## src/hdl/nidlt_pkg.sv

```systemverilog
// ----------------------------------------------------------------------------
// nidlt_pkg
// Shared types and codes for the network ID link table.
// ----------------------------------------------------------------------------
`default_nettype none

package nidlt_pkg;

  typedef enum logic [1:0] {
    CMD_ADD        = 2'd0,
    CMD_REMOVE     = 2'd1,
    CMD_FIND_ID    = 2'd2,
    CMD_FIND_ENT   = 2'd3
  } cmd_t;

  typedef enum logic [2:0] {
    ST_OK            = 3'd0,
    ST_ALREADY       = 3'd1,
    ST_NOT_LINKED    = 3'd2,
    ST_POOL_EMPTY    = 3'd3,
    ST_ID_OCCUPIED   = 3'd4,
    ST_ID_NOT_LINKED = 3'd5
  } status_t;

  typedef enum logic [1:0] {
    EV_NONE    = 2'd0,
    EV_ADDED   = 2'd1,
    EV_REMOVED = 2'd2
  } event_t;

  typedef enum logic [2:0] {
    S_INIT,
    S_IDLE,
    S_SCAN,
    S_READ,
    S_CHECK,
    S_DONE
  } state_t;

  localparam int unsigned IN_BYTES  = 4;
  localparam int unsigned OUT_BYTES = 4;

endpackage

`default_nettype wire

```

## src/hdl/nidlt_free_pool.sv

```systemverilog
// ----------------------------------------------------------------------------
// nidlt_free_pool
// FIFO of free network IDs in a synchronous memory. Filled with 0..N-1 by
// the init sweep; pushes into a full pool are dropped.
// ----------------------------------------------------------------------------
`default_nettype none

module nidlt_free_pool #(
  parameter int NUM_IDS = 64,
  parameter int IW      = 6
) (
  input  wire logic          clk,
  input  wire logic          rst_n,
  input  wire logic          init_we,
  input  wire logic [IW-1:0] init_addr,
  input  wire logic          pop,
  input  wire logic          push,
  input  wire logic [IW-1:0] push_id,
  output logic      [IW-1:0] head_id,
  output logic               empty
);
  localparam int CW = $clog2(NUM_IDS + 1);
  localparam logic [IW-1:0] LAST = IW'(NUM_IDS - 1);

  logic [IW-1:0] fifo_mem [NUM_IDS];
  logic [IW-1:0] head_r, head_nxt;
  logic [IW-1:0] tail_r, tail_nxt;
  logic [CW-1:0] count_r, count_nxt;
  logic [IW-1:0] head_q_r;
  logic          full;
  logic          do_push;

  assign full    = (count_r == CW'(NUM_IDS));
  assign empty   = (count_r == '0);
  assign do_push = push && !full;
  assign head_id = head_q_r;

  always_comb begin
    head_nxt  = head_r;
    tail_nxt  = tail_r;
    count_nxt = count_r;
    if (pop) begin
      head_nxt = (head_r == LAST) ? '0 : head_r + 1'b1;
    end
    if (do_push) begin
      tail_nxt = (tail_r == LAST) ? '0 : tail_r + 1'b1;
    end
    if (pop && !do_push) begin
      count_nxt = count_r - 1'b1;
    end else if (do_push && !pop) begin
      count_nxt = count_r + 1'b1;
    end
  end

  always_ff @(posedge clk) begin
    if (!rst_n) begin
      head_r  <= '0;
      tail_r  <= '0;
      count_r <= CW'(NUM_IDS);
    end else begin
      head_r  <= head_nxt;
      tail_r  <= tail_nxt;
      count_r <= count_nxt;
    end
  end

  always_ff @(posedge clk) begin
    if (init_we) begin
      fifo_mem[init_addr] <= init_addr;
    end else if (do_push) begin
      fifo_mem[tail_r] <= push_id;
    end
    head_q_r <= fifo_mem[head_r];
  end

endmodule

`default_nettype wire

```

## src/hdl/network_id_link_table.sv

```systemverilog
// ----------------------------------------------------------------------------
// network_id_link_table
// Two-way link between entity numbers and network IDs with a free ID pool.
// ----------------------------------------------------------------------------
// Flow: an entity lookup by ID reads and checks its ID (S_READ, S_CHECK); add,
//   remove and ID lookup scan the link memory one entry a cycle (S_SCAN).
// Commands: one at a time; a new one is taken while a result waits.
// Reset: synchronous; a sweep over all NUM_IDS entries then fills the free pool
//   and clears the link memory, with in_tready low throughout.
// ----------------------------------------------------------------------------
`default_nettype none

module network_id_link_table #(
  parameter int NUM_IDS     = 64,
  parameter int ENTITY_BITS = 16
) (
  input  wire logic        clk,
  input  wire logic        rst_n,
  input  wire logic        in_tvalid,
  output logic             in_tready,
  // [1:0] cmd, [17:2] entity, [23:18] network_id, [24] use_given_id
  input  wire logic [nidlt_pkg::IN_BYTES*8-1:0] in_tdata,
  output logic             out_tvalid,
  input  wire logic        out_tready,
  // [2:0] status, [8:3] result_id, [24:9] result_entity, [26:25] event_res
  output logic [nidlt_pkg::OUT_BYTES*8-1:0] out_tdata
);
  import nidlt_pkg::*;

  localparam int IW = (NUM_IDS > 2) ? $clog2(NUM_IDS) : 1;
  localparam int EW = ENTITY_BITS;
  localparam logic [IW-1:0] LAST = IW'(NUM_IDS - 1);

  // input fields
  logic [1:0]  in_cmd;
  logic [15:0] in_entity;
  logic [5:0]  in_nid;
  logic        in_given;
  logic [31:0] in_ent_wide;
  logic [EW-1:0] in_ent;
  logic [15:0] in_nid_wide;
  logic        in_nid_ok;

  assign in_cmd      = in_tdata[1:0];
  assign in_entity   = in_tdata[17:2];
  assign in_nid      = in_tdata[23:18];
  assign in_given    = in_tdata[24];
  assign in_ent_wide = 32'(in_entity);
  assign in_ent      = in_ent_wide[EW-1:0];
  assign in_nid_wide = 16'(in_nid);
  assign in_nid_ok   = (32'(in_nid) < 32'(NUM_IDS));

  state_t        state_r, state_nxt;
  logic [IW-1:0] init_cnt_r, init_cnt_nxt;
  cmd_t          cmd_r, cmd_nxt;
  logic [EW-1:0] ent_r, ent_nxt;
  logic [5:0]    nid_r, nid_nxt;
  logic          given_r, given_nxt;
  logic [IW-1:0] tgt_r, tgt_nxt;
  logic [IW-1:0] scan_idx_r, scan_idx_nxt;
  logic          scan_end_r, scan_end_nxt;
  logic          cmp_vld_r, cmp_vld_nxt;
  logic [IW-1:0] cmp_idx_r, cmp_idx_nxt;
  status_t       res_status_r, res_status_nxt;
  logic [IW-1:0] res_id_r, res_id_nxt;
  logic [EW-1:0] res_ent_r, res_ent_nxt;
  event_t        res_ev_r, res_ev_nxt;
  logic          out_valid_r, out_valid_nxt;
  status_t       out_status_r, out_status_nxt;
  logic [5:0]    out_id_r, out_id_nxt;
  logic [15:0]   out_ent_r, out_ent_nxt;
  event_t        out_ev_r, out_ev_nxt;

  // link memory: bit EW is the in-use flag
  logic [EW:0]   link_mem [NUM_IDS];
  logic [EW:0]   link_q_r;
  logic [IW-1:0] rd_addr;
  logic          lw_en;
  logic [IW-1:0] lw_addr;
  logic [EW:0]   lw_data;

  logic          pool_pop, pool_push, pool_empty, pool_init;
  logic [IW-1:0] pool_head;

  logic          hit, scan_last;
  logic [15:0]   nid_r_wide, res_id_wide;
  logic          nid_r_ok;
  logic [31:0]   res_ent_wide;

  assign hit        = cmp_vld_r && link_q_r[EW] && (link_q_r[EW-1:0] == ent_r);
  assign scan_last  = cmp_vld_r && (cmp_idx_r == LAST);
  assign nid_r_wide = 16'(nid_r);
  assign nid_r_ok   = (32'(nid_r) < 32'(NUM_IDS));
  assign res_id_wide  = 16'(res_id_r);
  assign res_ent_wide = 32'(res_ent_r);
  assign pool_init  = (state_r == S_INIT);

  nidlt_free_pool #(
    .NUM_IDS (NUM_IDS),
    .IW      (IW)
  ) u_pool (
    .clk       (clk),
    .rst_n     (rst_n),
    .init_we   (pool_init),
    .init_addr (init_cnt_r),
    .pop       (pool_pop),
    .push      (pool_push),
    .push_id   (cmp_idx_r),
    .head_id   (pool_head),
    .empty     (pool_empty)
  );

  always_comb begin
    state_nxt      = state_r;
    init_cnt_nxt   = init_cnt_r;
    cmd_nxt        = cmd_r;
    ent_nxt        = ent_r;
    nid_nxt        = nid_r;
    given_nxt      = given_r;
    tgt_nxt        = tgt_r;
    scan_idx_nxt   = scan_idx_r;
    scan_end_nxt   = scan_end_r;
    cmp_vld_nxt    = 1'b0;
    cmp_idx_nxt    = cmp_idx_r;
    res_status_nxt = res_status_r;
    res_id_nxt     = res_id_r;
    res_ent_nxt    = res_ent_r;
    res_ev_nxt     = res_ev_r;
    out_valid_nxt  = out_valid_r && !out_tready;
    out_status_nxt = out_status_r;
    out_id_nxt     = out_id_r;
    out_ent_nxt    = out_ent_r;
    out_ev_nxt     = out_ev_r;
    rd_addr        = tgt_r;
    lw_en          = 1'b0;
    lw_addr        = tgt_r;
    lw_data        = {1'b1, ent_r};
    pool_pop       = 1'b0;
    pool_push      = 1'b0;
    in_tready      = 1'b0;

    unique case (state_r)
      S_INIT: begin
        lw_en        = 1'b1;
        lw_addr      = init_cnt_r;
        lw_data      = '0;
        init_cnt_nxt = init_cnt_r + 1'b1;
        if (init_cnt_r == LAST) begin
          state_nxt = S_IDLE;
        end
      end

      S_IDLE: begin
        in_tready = 1'b1;
        if (in_tvalid) begin
          cmd_nxt        = cmd_t'(in_cmd);
          ent_nxt        = in_ent;
          nid_nxt        = in_nid;
          given_nxt      = in_given;
          res_status_nxt = ST_OK;
          res_id_nxt     = '0;
          res_ent_nxt    = in_ent;
          res_ev_nxt     = EV_NONE;
          scan_idx_nxt   = '0;
          scan_end_nxt   = 1'b0;
          if (cmd_t'(in_cmd) == CMD_FIND_ENT) begin
            if (in_nid_ok) begin
              tgt_nxt   = in_nid_wide[IW-1:0];
              state_nxt = S_READ;
            end else begin
              res_status_nxt = ST_ID_NOT_LINKED;
              state_nxt      = S_DONE;
            end
          end else begin
            state_nxt = S_SCAN;
          end
        end
      end

      S_SCAN: begin
        rd_addr     = scan_idx_r;
        cmp_vld_nxt = !scan_end_r;
        cmp_idx_nxt = scan_idx_r;
        if (scan_idx_r == LAST) begin
          scan_end_nxt = 1'b1;
        end else begin
          scan_idx_nxt = scan_idx_r + 1'b1;
        end
        if (hit || scan_last) begin
          cmp_vld_nxt = 1'b0;
          state_nxt   = S_DONE;
          unique case (cmd_r)
            CMD_FIND_ID: begin
              if (hit) begin
                res_id_nxt = cmp_idx_r;
              end else begin
                res_status_nxt = ST_NOT_LINKED;
              end
            end
            CMD_REMOVE: begin
              if (hit) begin
                lw_en      = 1'b1;
                lw_addr    = cmp_idx_r;
                lw_data    = {1'b0, link_q_r[EW-1:0]};
                pool_push  = 1'b1;
                res_id_nxt = cmp_idx_r;
                res_ev_nxt = EV_REMOVED;
              end else begin
                res_status_nxt = ST_NOT_LINKED;
              end
            end
            CMD_ADD: begin
              priority if (hit) begin
                res_status_nxt = ST_ALREADY;
              end else if (given_r && nid_r_ok) begin
                tgt_nxt   = nid_r_wide[IW-1:0];
                state_nxt = S_READ;
              end else if (pool_empty) begin
                res_status_nxt = ST_POOL_EMPTY;
              end else begin
                tgt_nxt   = pool_head;
                pool_pop  = 1'b1;
                state_nxt = S_READ;
              end
            end
            default: begin
              state_nxt = S_DONE;
            end
          endcase
        end
      end

      S_READ: begin
        rd_addr   = tgt_r;
        state_nxt = S_CHECK;
      end

      S_CHECK: begin
        state_nxt = S_DONE;
        if (cmd_r == CMD_FIND_ENT) begin
          if (link_q_r[EW]) begin
            res_id_nxt  = tgt_r;
            res_ent_nxt = link_q_r[EW-1:0];
          end else begin
            res_status_nxt = ST_ID_NOT_LINKED;
          end
        end else begin
          if (link_q_r[EW]) begin
            res_status_nxt = ST_ID_OCCUPIED;
          end else begin
            lw_en      = 1'b1;
            lw_addr    = tgt_r;
            lw_data    = {1'b1, ent_r};
            res_id_nxt = tgt_r;
            res_ev_nxt = EV_ADDED;
          end
        end
      end

      S_DONE: begin
        if (!out_valid_r || out_tready) begin
          out_valid_nxt  = 1'b1;
          out_status_nxt = res_status_r;
          out_id_nxt     = res_id_wide[5:0];
          out_ent_nxt    = res_ent_wide[15:0];
          out_ev_nxt     = res_ev_r;
          state_nxt      = S_IDLE;
        end
      end

      default: begin
        state_nxt = S_IDLE;
      end
    endcase
  end

  always_ff @(posedge clk) begin
    if (!rst_n) begin
      state_r     <= S_INIT;
      init_cnt_r  <= '0;
      cmp_vld_r   <= 1'b0;
      scan_end_r  <= 1'b0;
      out_valid_r <= 1'b0;
    end else begin
      state_r     <= state_nxt;
      init_cnt_r  <= init_cnt_nxt;
      cmp_vld_r   <= cmp_vld_nxt;
      scan_end_r  <= scan_end_nxt;
      out_valid_r <= out_valid_nxt;
    end
  end

  always_ff @(posedge clk) begin
    cmd_r        <= cmd_nxt;
    ent_r        <= ent_nxt;
    nid_r        <= nid_nxt;
    given_r      <= given_nxt;
    tgt_r        <= tgt_nxt;
    scan_idx_r   <= scan_idx_nxt;
    cmp_idx_r    <= cmp_idx_nxt;
    res_status_r <= res_status_nxt;
    res_id_r     <= res_id_nxt;
    res_ent_r    <= res_ent_nxt;
    res_ev_r     <= res_ev_nxt;
    out_status_r <= out_status_nxt;
    out_id_r     <= out_id_nxt;
    out_ent_r    <= out_ent_nxt;
    out_ev_r     <= out_ev_nxt;
  end

  always_ff @(posedge clk) begin
    if (lw_en) begin
      link_mem[lw_addr] <= lw_data;
    end
    link_q_r <= link_mem[rd_addr];
  end

  assign out_tvalid = out_valid_r;
  assign out_tdata  = {5'b0, out_ev_r, out_ent_r, out_id_r, out_status_r};

endmodule

`default_nettype wire

```

## config.mk

```make
export PLATFORM = sky130hd
export DESIGN_NAME = network_id_link_table
export DESIGN_NICKNAME = d
export VERILOG_FILES = /design/src/hdl/nidlt_pkg.sv /design/src/hdl/nidlt_free_pool.sv /design/src/hdl/network_id_link_table.sv
export SDC_FILE = /design/constraint.sdc
export NUM_CORES = 2
export LEC_CHECK = 0
export ABC_AREA = 1
export BUFFER_PORTS_ARGS = -buffer_cell sky130_fd_sc_hd__buf_4
export CAP_MARGIN = 40
export CORE_AREA = 4 4 453 499
export CTS_CLUSTER_DIAMETER = 30
export DETAILED_ROUTE_END_ITERATION = 7
export DIE_AREA = 0 0 457 503
export PLACE_DENSITY = 0.49
export SYNTH_ARGS = -nofsm -noshare
export SYNTH_HDL_FRONTEND = slang
export SYNTH_SLANG_ARGS = --single-unit
export TNS_END_PERCENT = 20
```

## constraint.sdc

```tcl
create_clock -name clk -period 4.9 [get_ports clk]
set_clock_uncertainty 0.05 [all_clocks]
set_input_delay 0.245 -clock clk [delete_from_list [all_inputs] [get_ports clk]]
set_output_delay 0.245 -clock clk [all_outputs]
set_load 0.02 [all_outputs]
```

# ---- After elaboration in Yosys (flattened, before gate mapping)
# Memory sizes are Yosys's and may differ from the RTL's. A register that Yosys moved wholly into a read port is not among the register bits.
# Index checks and enable logic that the tools add are counted.
dict set report op_classes {
  n_addsub 6
  eq_ne 41
  muxes 92
  n_bitwise 2
  reduce_logical 35
}
# operator n
set op_table {}
lappend op_table {{$mux 6} 23}
lappend op_table {{$mux 17} 3}
lappend op_table {{$mux 3} 17}
lappend op_table {{$mux 16} 3}
lappend op_table {{$pmux 6 s2} 3}
lappend op_table {{$pmux 17 s2} 1}
lappend op_table {{$pmux 16 s2} 1}
lappend op_table {{$eq 6x6->1 const B} 5}
lappend op_table {{$ne 2x2->1 const B} 14}
lappend op_table {{$mux 1} 26}
lappend op_table {{$add 6x1->6 const B} 4}
lappend op_table {{$ne 3x3->1 const B} 7}
lappend op_table {{$reduce_and 7->1} 3}
lappend op_table {{$pmux 3 s6} 1}
lappend op_table {{$pmux 6 s3} 1}
lappend op_table {{$eq 16x16->1} 1}
lappend op_table {{$mux 7} 2}
lappend op_table {{$mux 2} 6}
lappend op_table {{$pmux 3 s3} 1}
lappend op_table {{$reduce_and 9->1} 1}
lappend op_table {{$ne 4x4->1 const B} 2}
lappend op_table {{$reduce_and 4->1} 2}
lappend op_table {{$add 7x1->7 const B} 1}
lappend op_table {{$eq 7x7->1 const B} 1}
lappend op_table {{25 further kinds} 47}
dict set report totals {
  reg_bits 128
  ram_bits 1472
  in_bits 36
  output_inout_bits 34
  elab_cells 201
  n_memories 2
}
# name words width rd rd_ports_with_merged_regs wr line_no
set mem_list {}
lappend mem_list {link_mem 64 17 1 1 1 network_id_link_table.sv:75} ;# logic [EW:0] link_mem [NUM_IDS];
lappend mem_list {u_pool.fifo_mem 64 6 1 1 1 nidlt_free_pool.sv:25} ;# logic [IW-1:0] fifo_mem [NUM_IDS];

# ---- Depth between registers and ports, before layout
dict set report depth {
  depth_word 12
  depth_mapped 23
  mapped_depth_nobuf 23
}

# ---- Cells and area by module
# Synthesis repeated with hierarchy kept, for this count alone.
dict set report hier_totals {
  cells_unflattened 5819
  area_unflattened_um2 67508.5
}
# mod n_inst cells_each area_per_inst_um2 seq_area_each_um2
set by_module_without_submodules {}
lappend by_module_without_submodules {network_id_link_table 1 4036 49581.3 36164.7}
lappend by_module_without_submodules {nidlt_free_pool 1 1783 17927.2 12031.5}

# ---- Worst setup path after synthesis
# Ideal clock, no wire load.
dict set report synth_path {
  path_kind {register to register}
  from {register ent_r[4]}
  to {memory u_pool.fifo_mem[0][1] (data pin)}
  arrival_ps 3913
  required_ps 4148
  setup_slack_ps 235
  stages_incl_launch_ff 9
  synth_period_minus_slack_ps 4665
  path_cell_list {edfxtp_1 xnor2_1 nand2_1 nor2_2 nand2_1 nor2_2 nand4_4 clkbuf_1 o21ai_0}
}
dict set report synth_between {
  elab_chain_cells 12
  word_cells_on_any_way 13
}
# item line_no
set synth_rtl {}
lappend synth_rtl {{start, declared} network_id_link_table.sv:56} ;# logic [EW-1:0] ent_r, ent_nxt;
lappend synth_rtl {{start signal, assigned} network_id_link_table.sv:295} ;# ent_r <= ent_nxt;
lappend synth_rtl {{$eq 16x16->1 *} network_id_link_table.sv:90} ;# assign hit = cmp_vld_r && link_q_r[EW] && (link_q_r[EW-1:0] == ent_r);
lappend synth_rtl {{$logic_and 1x1->1 *} network_id_link_table.sv:90}
lappend synth_rtl {{$mux 1} network_id_link_table.sv:201} ;# if (hit) begin
lappend synth_rtl {{$mux 1} network_id_link_table.sv:192} ;# unique case (cmd_r)
lappend synth_rtl {{$mux 1 *} network_id_link_table.sv:189} ;# if (hit || scan_last) begin
lappend synth_rtl {{$mux 1 *} network_id_link_table.sv:142} ;# unique case (state_r)
lappend synth_rtl {{$logic_and 1x1->1 *} nidlt_free_pool.sv:35} ;# assign do_push = push && !full;
lappend synth_rtl {{$mux 1 *} nidlt_free_pool.sv:70} ;# end else if (do_push) begin
lappend synth_rtl {{$mux 1 *} nidlt_free_pool.sv:68} ;# if (init_we) begin
lappend synth_rtl {{$mux 1 (not written as such) *} nidlt_free_pool.sv:71} ;# fifo_mem[tail_r] <= push_id;
lappend synth_rtl {{$reduce_or 6->1 (no line) *} --}
lappend synth_rtl {{$mux 6 (no line) *} --}
lappend synth_rtl {{end, declared} nidlt_free_pool.sv:25}
# Every way passes the cells marked *; elsewhere a longest branch is shown, timed or not.

# ---- Final worst setup path
dict set report layout_path {
  from {register state_r[1]}
  to {memory link_mem[17][1] (netlist bit), enable pin}
}
dict set report layout_between {
  elab_chain_cells 4
  word_cells_on_any_way 7
}
# item line_no
set layout_rtl {}
lappend layout_rtl {{start, declared} network_id_link_table.sv:53} ;# state_t state_r, state_nxt;
lappend layout_rtl {{start signal, assigned} network_id_link_table.sv:285} ;# state_r <= state_nxt;
lappend layout_rtl {{$eq 3x3->1, or another cell as far along} network_id_link_table.sv:142}
lappend layout_rtl {{$pmux 1 s3} network_id_link_table.sv:142}
lappend layout_rtl {{$mux 1} network_id_link_table.sv:312} ;# if (lw_en) begin
lappend layout_rtl {{$mux 1 (not written as such)} network_id_link_table.sv:313} ;# link_mem[lw_addr] <= lw_data;
lappend layout_rtl {{end, declared} network_id_link_table.sv:75}
# Several ways; a longest one is shown, not always the timed one.

==> metrics.md <==
| Metric | Value |
|---|---|
| Run status | `finished clean` |
| Element type at the critical path end | `flip-flop` |
| Die Height | `503 um` |
| Synth Area in XOR/XNOR | `0.0929%` |
| Max-cap violations | `0` |
| H-tree depth | `5` |
| Worst path required time | `5.40 ns` |
| Ports | `70` |
| Fin crit period | `4.12 ns` |
| Startpoint types | `flip-flop` |
| Die area | `230000 um^2` |
| Total congestion overflow | `0` |
| Synth Area in Compound Gates | `12.3%` |
| Layout Utilization | `37.9%` |
| Fmax achieved | `0.243 GHz` |
| Clk slew on worst S/H paths | `0.05 ns` |
| Fillers | `21100` |
| Largest family of logic cells by synthesized area | `compound AO/OA/AOI/OAI gates` |
| Setup TNS | `0 ns` |
| Row cnt | `181` |
| Wire per inst | `21.6 um` |
| Min-delay worst type | `in -> reg` |
| Initial Utilization | `29.9%` |
| Sequential fraction of the synthesis area | `73.0%` |
| RSZ-0062 raised after global routing | `no` |
| Average size of a mapped cell | `12.4 um^2` |
| Mux cell area share after synthesis | `0%` |
| Final hold vios | `0` |
| # clock sinks | `1623` |
| PD cells | `576 nW/um^2` |
| Worst-Margin Slew | `1.01 ns` |
| Area delta synth->final | `26.7%` |
| Overall Global Routing Usage | `16.4%` |
| Gate Count Post-Synth | `5333` |
| Share of layout cells above drive strength 1 | `15.5%` |
| Worst ir drop on vdd | `0.371 mV` |
| Top FF cell, synth | `edfxtp_1` |
| Area after DPL | `70900 um^2` |
| Synth Area in Simple Gates | `8.85%` |
| Finished Cell Area | `83600 um^2` |
| CP arrival | `4.63 ns` |
| DP HPWL | `113000 um` |
| Die width | `457 um` |
| Via Count | `43000` |
| Worst-Skew Late Latency | `0.94 ns` |
| Type of the worst setup path | `reg -> reg` |
| Final nets | `5721` |
| Number of max-slew violations in the final report | `0` |
| Total power | `48.2 mW` |
| FFs w/ async S/R, synth | `0%` |
| WHS | `0.0428 ns` |
| Endpoints failing setup | `0` |
| CTS tree | `built` |
| Number of global-route vias before repair | `42100` |
| Core area | `221000 um^2` |
| Ys Warns | `0` |
| Adder-cell share of the synthesized area | `0.296%` |
| Synth Cell Area | `66000 um^2` |
| Final cell count without fillers | `8899` |
| 1st-iter DRT viols | `3640` |
| CTS Buf Count | `380` |
| Initial antenna violation count | `2` |
| Pre-CTS WS | `0.855 ns` |
| Setup ws final | `0.779 ns` |
| DR pass1 iterations | `8` |
| DRC viols | `0` |
| GPL Wtd Cong | `0.863` |
| Post-CTS Setup Repair Bufs | `0` |
| Vias per Instance | `4.84` |
| P_leak | `29.8 nW` |
| Maximum root-to-sink buffer count | `4` |
| # placed instances | `8177` |
| Port Buf Inserts | `57` |
| First-pass GRT wire length | `282000 um` |
| Post-synthesis register bit count | `1623` |
| Final period util | `84.1%` |
| CTS root buf | `clkbuf_16` |
| Largest net degree at the start of global routing | `146` |
| Worst-path fanout max | `35` |
| Number of distinct library cells after synthesis | `48` |
| Cts repair resizes | `0` |
| Number of synthesized flops with an enable pin | `1569` |
| Max-slew headroom | `32.6%` |
| Detail Route Antenna Nets | `0` |
| Routed WL | `192000 um` |
==> registers in the layout (all words and copies together) (netlist names), 2 cells and up <==
signal	cells
cmp_idx_r	6
scan_idx_r	6
u_pool.head_r	6
out_ev_r	2
init_cnt_r	6
out_id_r	6
u_pool.count_r	7
cmd_r	2
u_pool.head_id	6
u_pool.fifo_mem	384
out_ent_r	16
ent_r	16
res_id_r	6
tgt_r	6
out_status_r	3
link_mem	1088
link_q_r	17
res_status_r	3
u_pool.tail_r	6
res_ev_r	2
res_ent_r	16
state_r	3
nid_r	6
==> where the power goes <==
group	internal (mW)	total [mW]	leakage [nW]	switching [mW]
Clock	16.4	24.2	5.97	7.73
Sequential	16.9	17.2	14.8	0.213
Combinational	1.59	6.86	9.00	5.27
Total	35.0	48.2	29.8	13.2
==> worst max-delay path, cell delays in order (launching register included) <==
cell      delay (ns)
dfxtp_1         0.45
nand3_4         0.30
inv_4           0.32
nand2_1         0.17
nand3_4         0.15
buf_4           0.37
nand2_1         0.09
nand3_1         0.24
clkinv_1        0.19
nor2_1          0.17
nand2_1         0.38
nor2_2          0.52
buf_4           0.30
==> synthesized netlist by cell type, types with 11 or more instances <==
cell / count / share of area, %
edfxtp_1: 1569 / 71
o21ai_0: 665 / 5.0
nor2_1: 530 / 3.0
inv_1: 524 / 3.0
nand3_1: 443 / 3.4
a21oi_1: 325 / 2.5
nand2_1: 292 / 1.7
o211ai_1: 185 / 2.1
o21ai_1: 182 / 1.4
clkbuf_1: 165 / 0.94
buf_2: 102 / 0.77
o22ai_1: 64 / 0.61
dfxtp_1: 54 / 1.6
o221ai_1: 36 / 0.48
buf_1: 30 / 0.17
nand4_1: 28 / 0.27
buf_6: 18 / 0.31
nor3_1: 17 / 0.13
ha_1: 14 / 0.27
buf_4: 12 / 0.14
inv_2: 11 / 0.063
==> cell families after synthesis <==
| logic type | count (synthesis) |
|---|---|
| flip-flops | 1623 |
| buffers and inverters | 870 |
| AO/OA/AOI/OAI | 1476 |
| AND/OR/NAND/NOR | 1341 |
| other | 1 |
| XOR/XNOR | 7 |
| adder cells (fa/ha/maj) | 15 |
==> cell usage in the layout (no fill, tap or decap), drive strengths merged, types with 39 or more instances in the layout <==
| cell type | n |
|---|---|
| clkbuf | 421 |
| nand3 | 448 |
| a21oi | 328 |
| o211ai | 185 |
| edfxtp | 1569 |
| o21ai | 849 |
| nor2 | 536 |
| buf | 239 |
| inv | 559 |
| o22ai | 64 |
| dlygate4sd3 | 39 |
| bufinv | 42 |
| nand2 | 297 |
| dfxtp | 54 |
| clkinv | 166 |
==> final timing paths <==
kind                            from                        end  slack (ns)  depth (start not counted)
max          state_r[1]$_SDFFE_PN0P_  link_mem[17][1]$_DFFE_PP_        0.78                         12
min                     in_tdata[13]        ent_r[11]$_DFFE_PP_        0.04                          2
max reg2reg  state_r[1]$_SDFFE_PN0P_  link_mem[17][1]$_DFFE_PP_        0.78                         12
min reg2reg   res_ent_r[5]$_DFFE_PP_     out_ent_r[5]$_DFFE_PP_        0.37                          0
==> timing repair <==
item	CTS	global route
hold buffers	39	0
endpoints found under the hold margin	129	0
endpoints found under the setup margin	0	0
==> per-layer routing <==
| metal | wire length (um) | vias to the layer above | track usage (%) |
|---|---|---|---|
| met5 | 0 | - | 0 |
| met4 | 7590 | 0 | 6.94 |
| met3 | 10000 | 397 | 3.06 |
| met2 | 94300 | 1230 | 27.9 |
| met1 | 80200 | 21200 | 20.4 |
| li1 | - | 20200 | - |
==> cell type report <==
cell class	count	area [um^2]	share of cell area, %
Inverter	542	2050	2.45
Tap cell	2928	3660	4.38
Sequential cell	1623	48200	57.6
Clock buffer	421	9780	11.7
Multi-Input combinational cell	2844	14700	17.5
Antenna cell	3	7.51	0.00898
Timing Repair Buffer	279	2720	3.25
Clock inverter	259	2560	3.06
No activity file was read; power rests on OpenSTA's default activity.
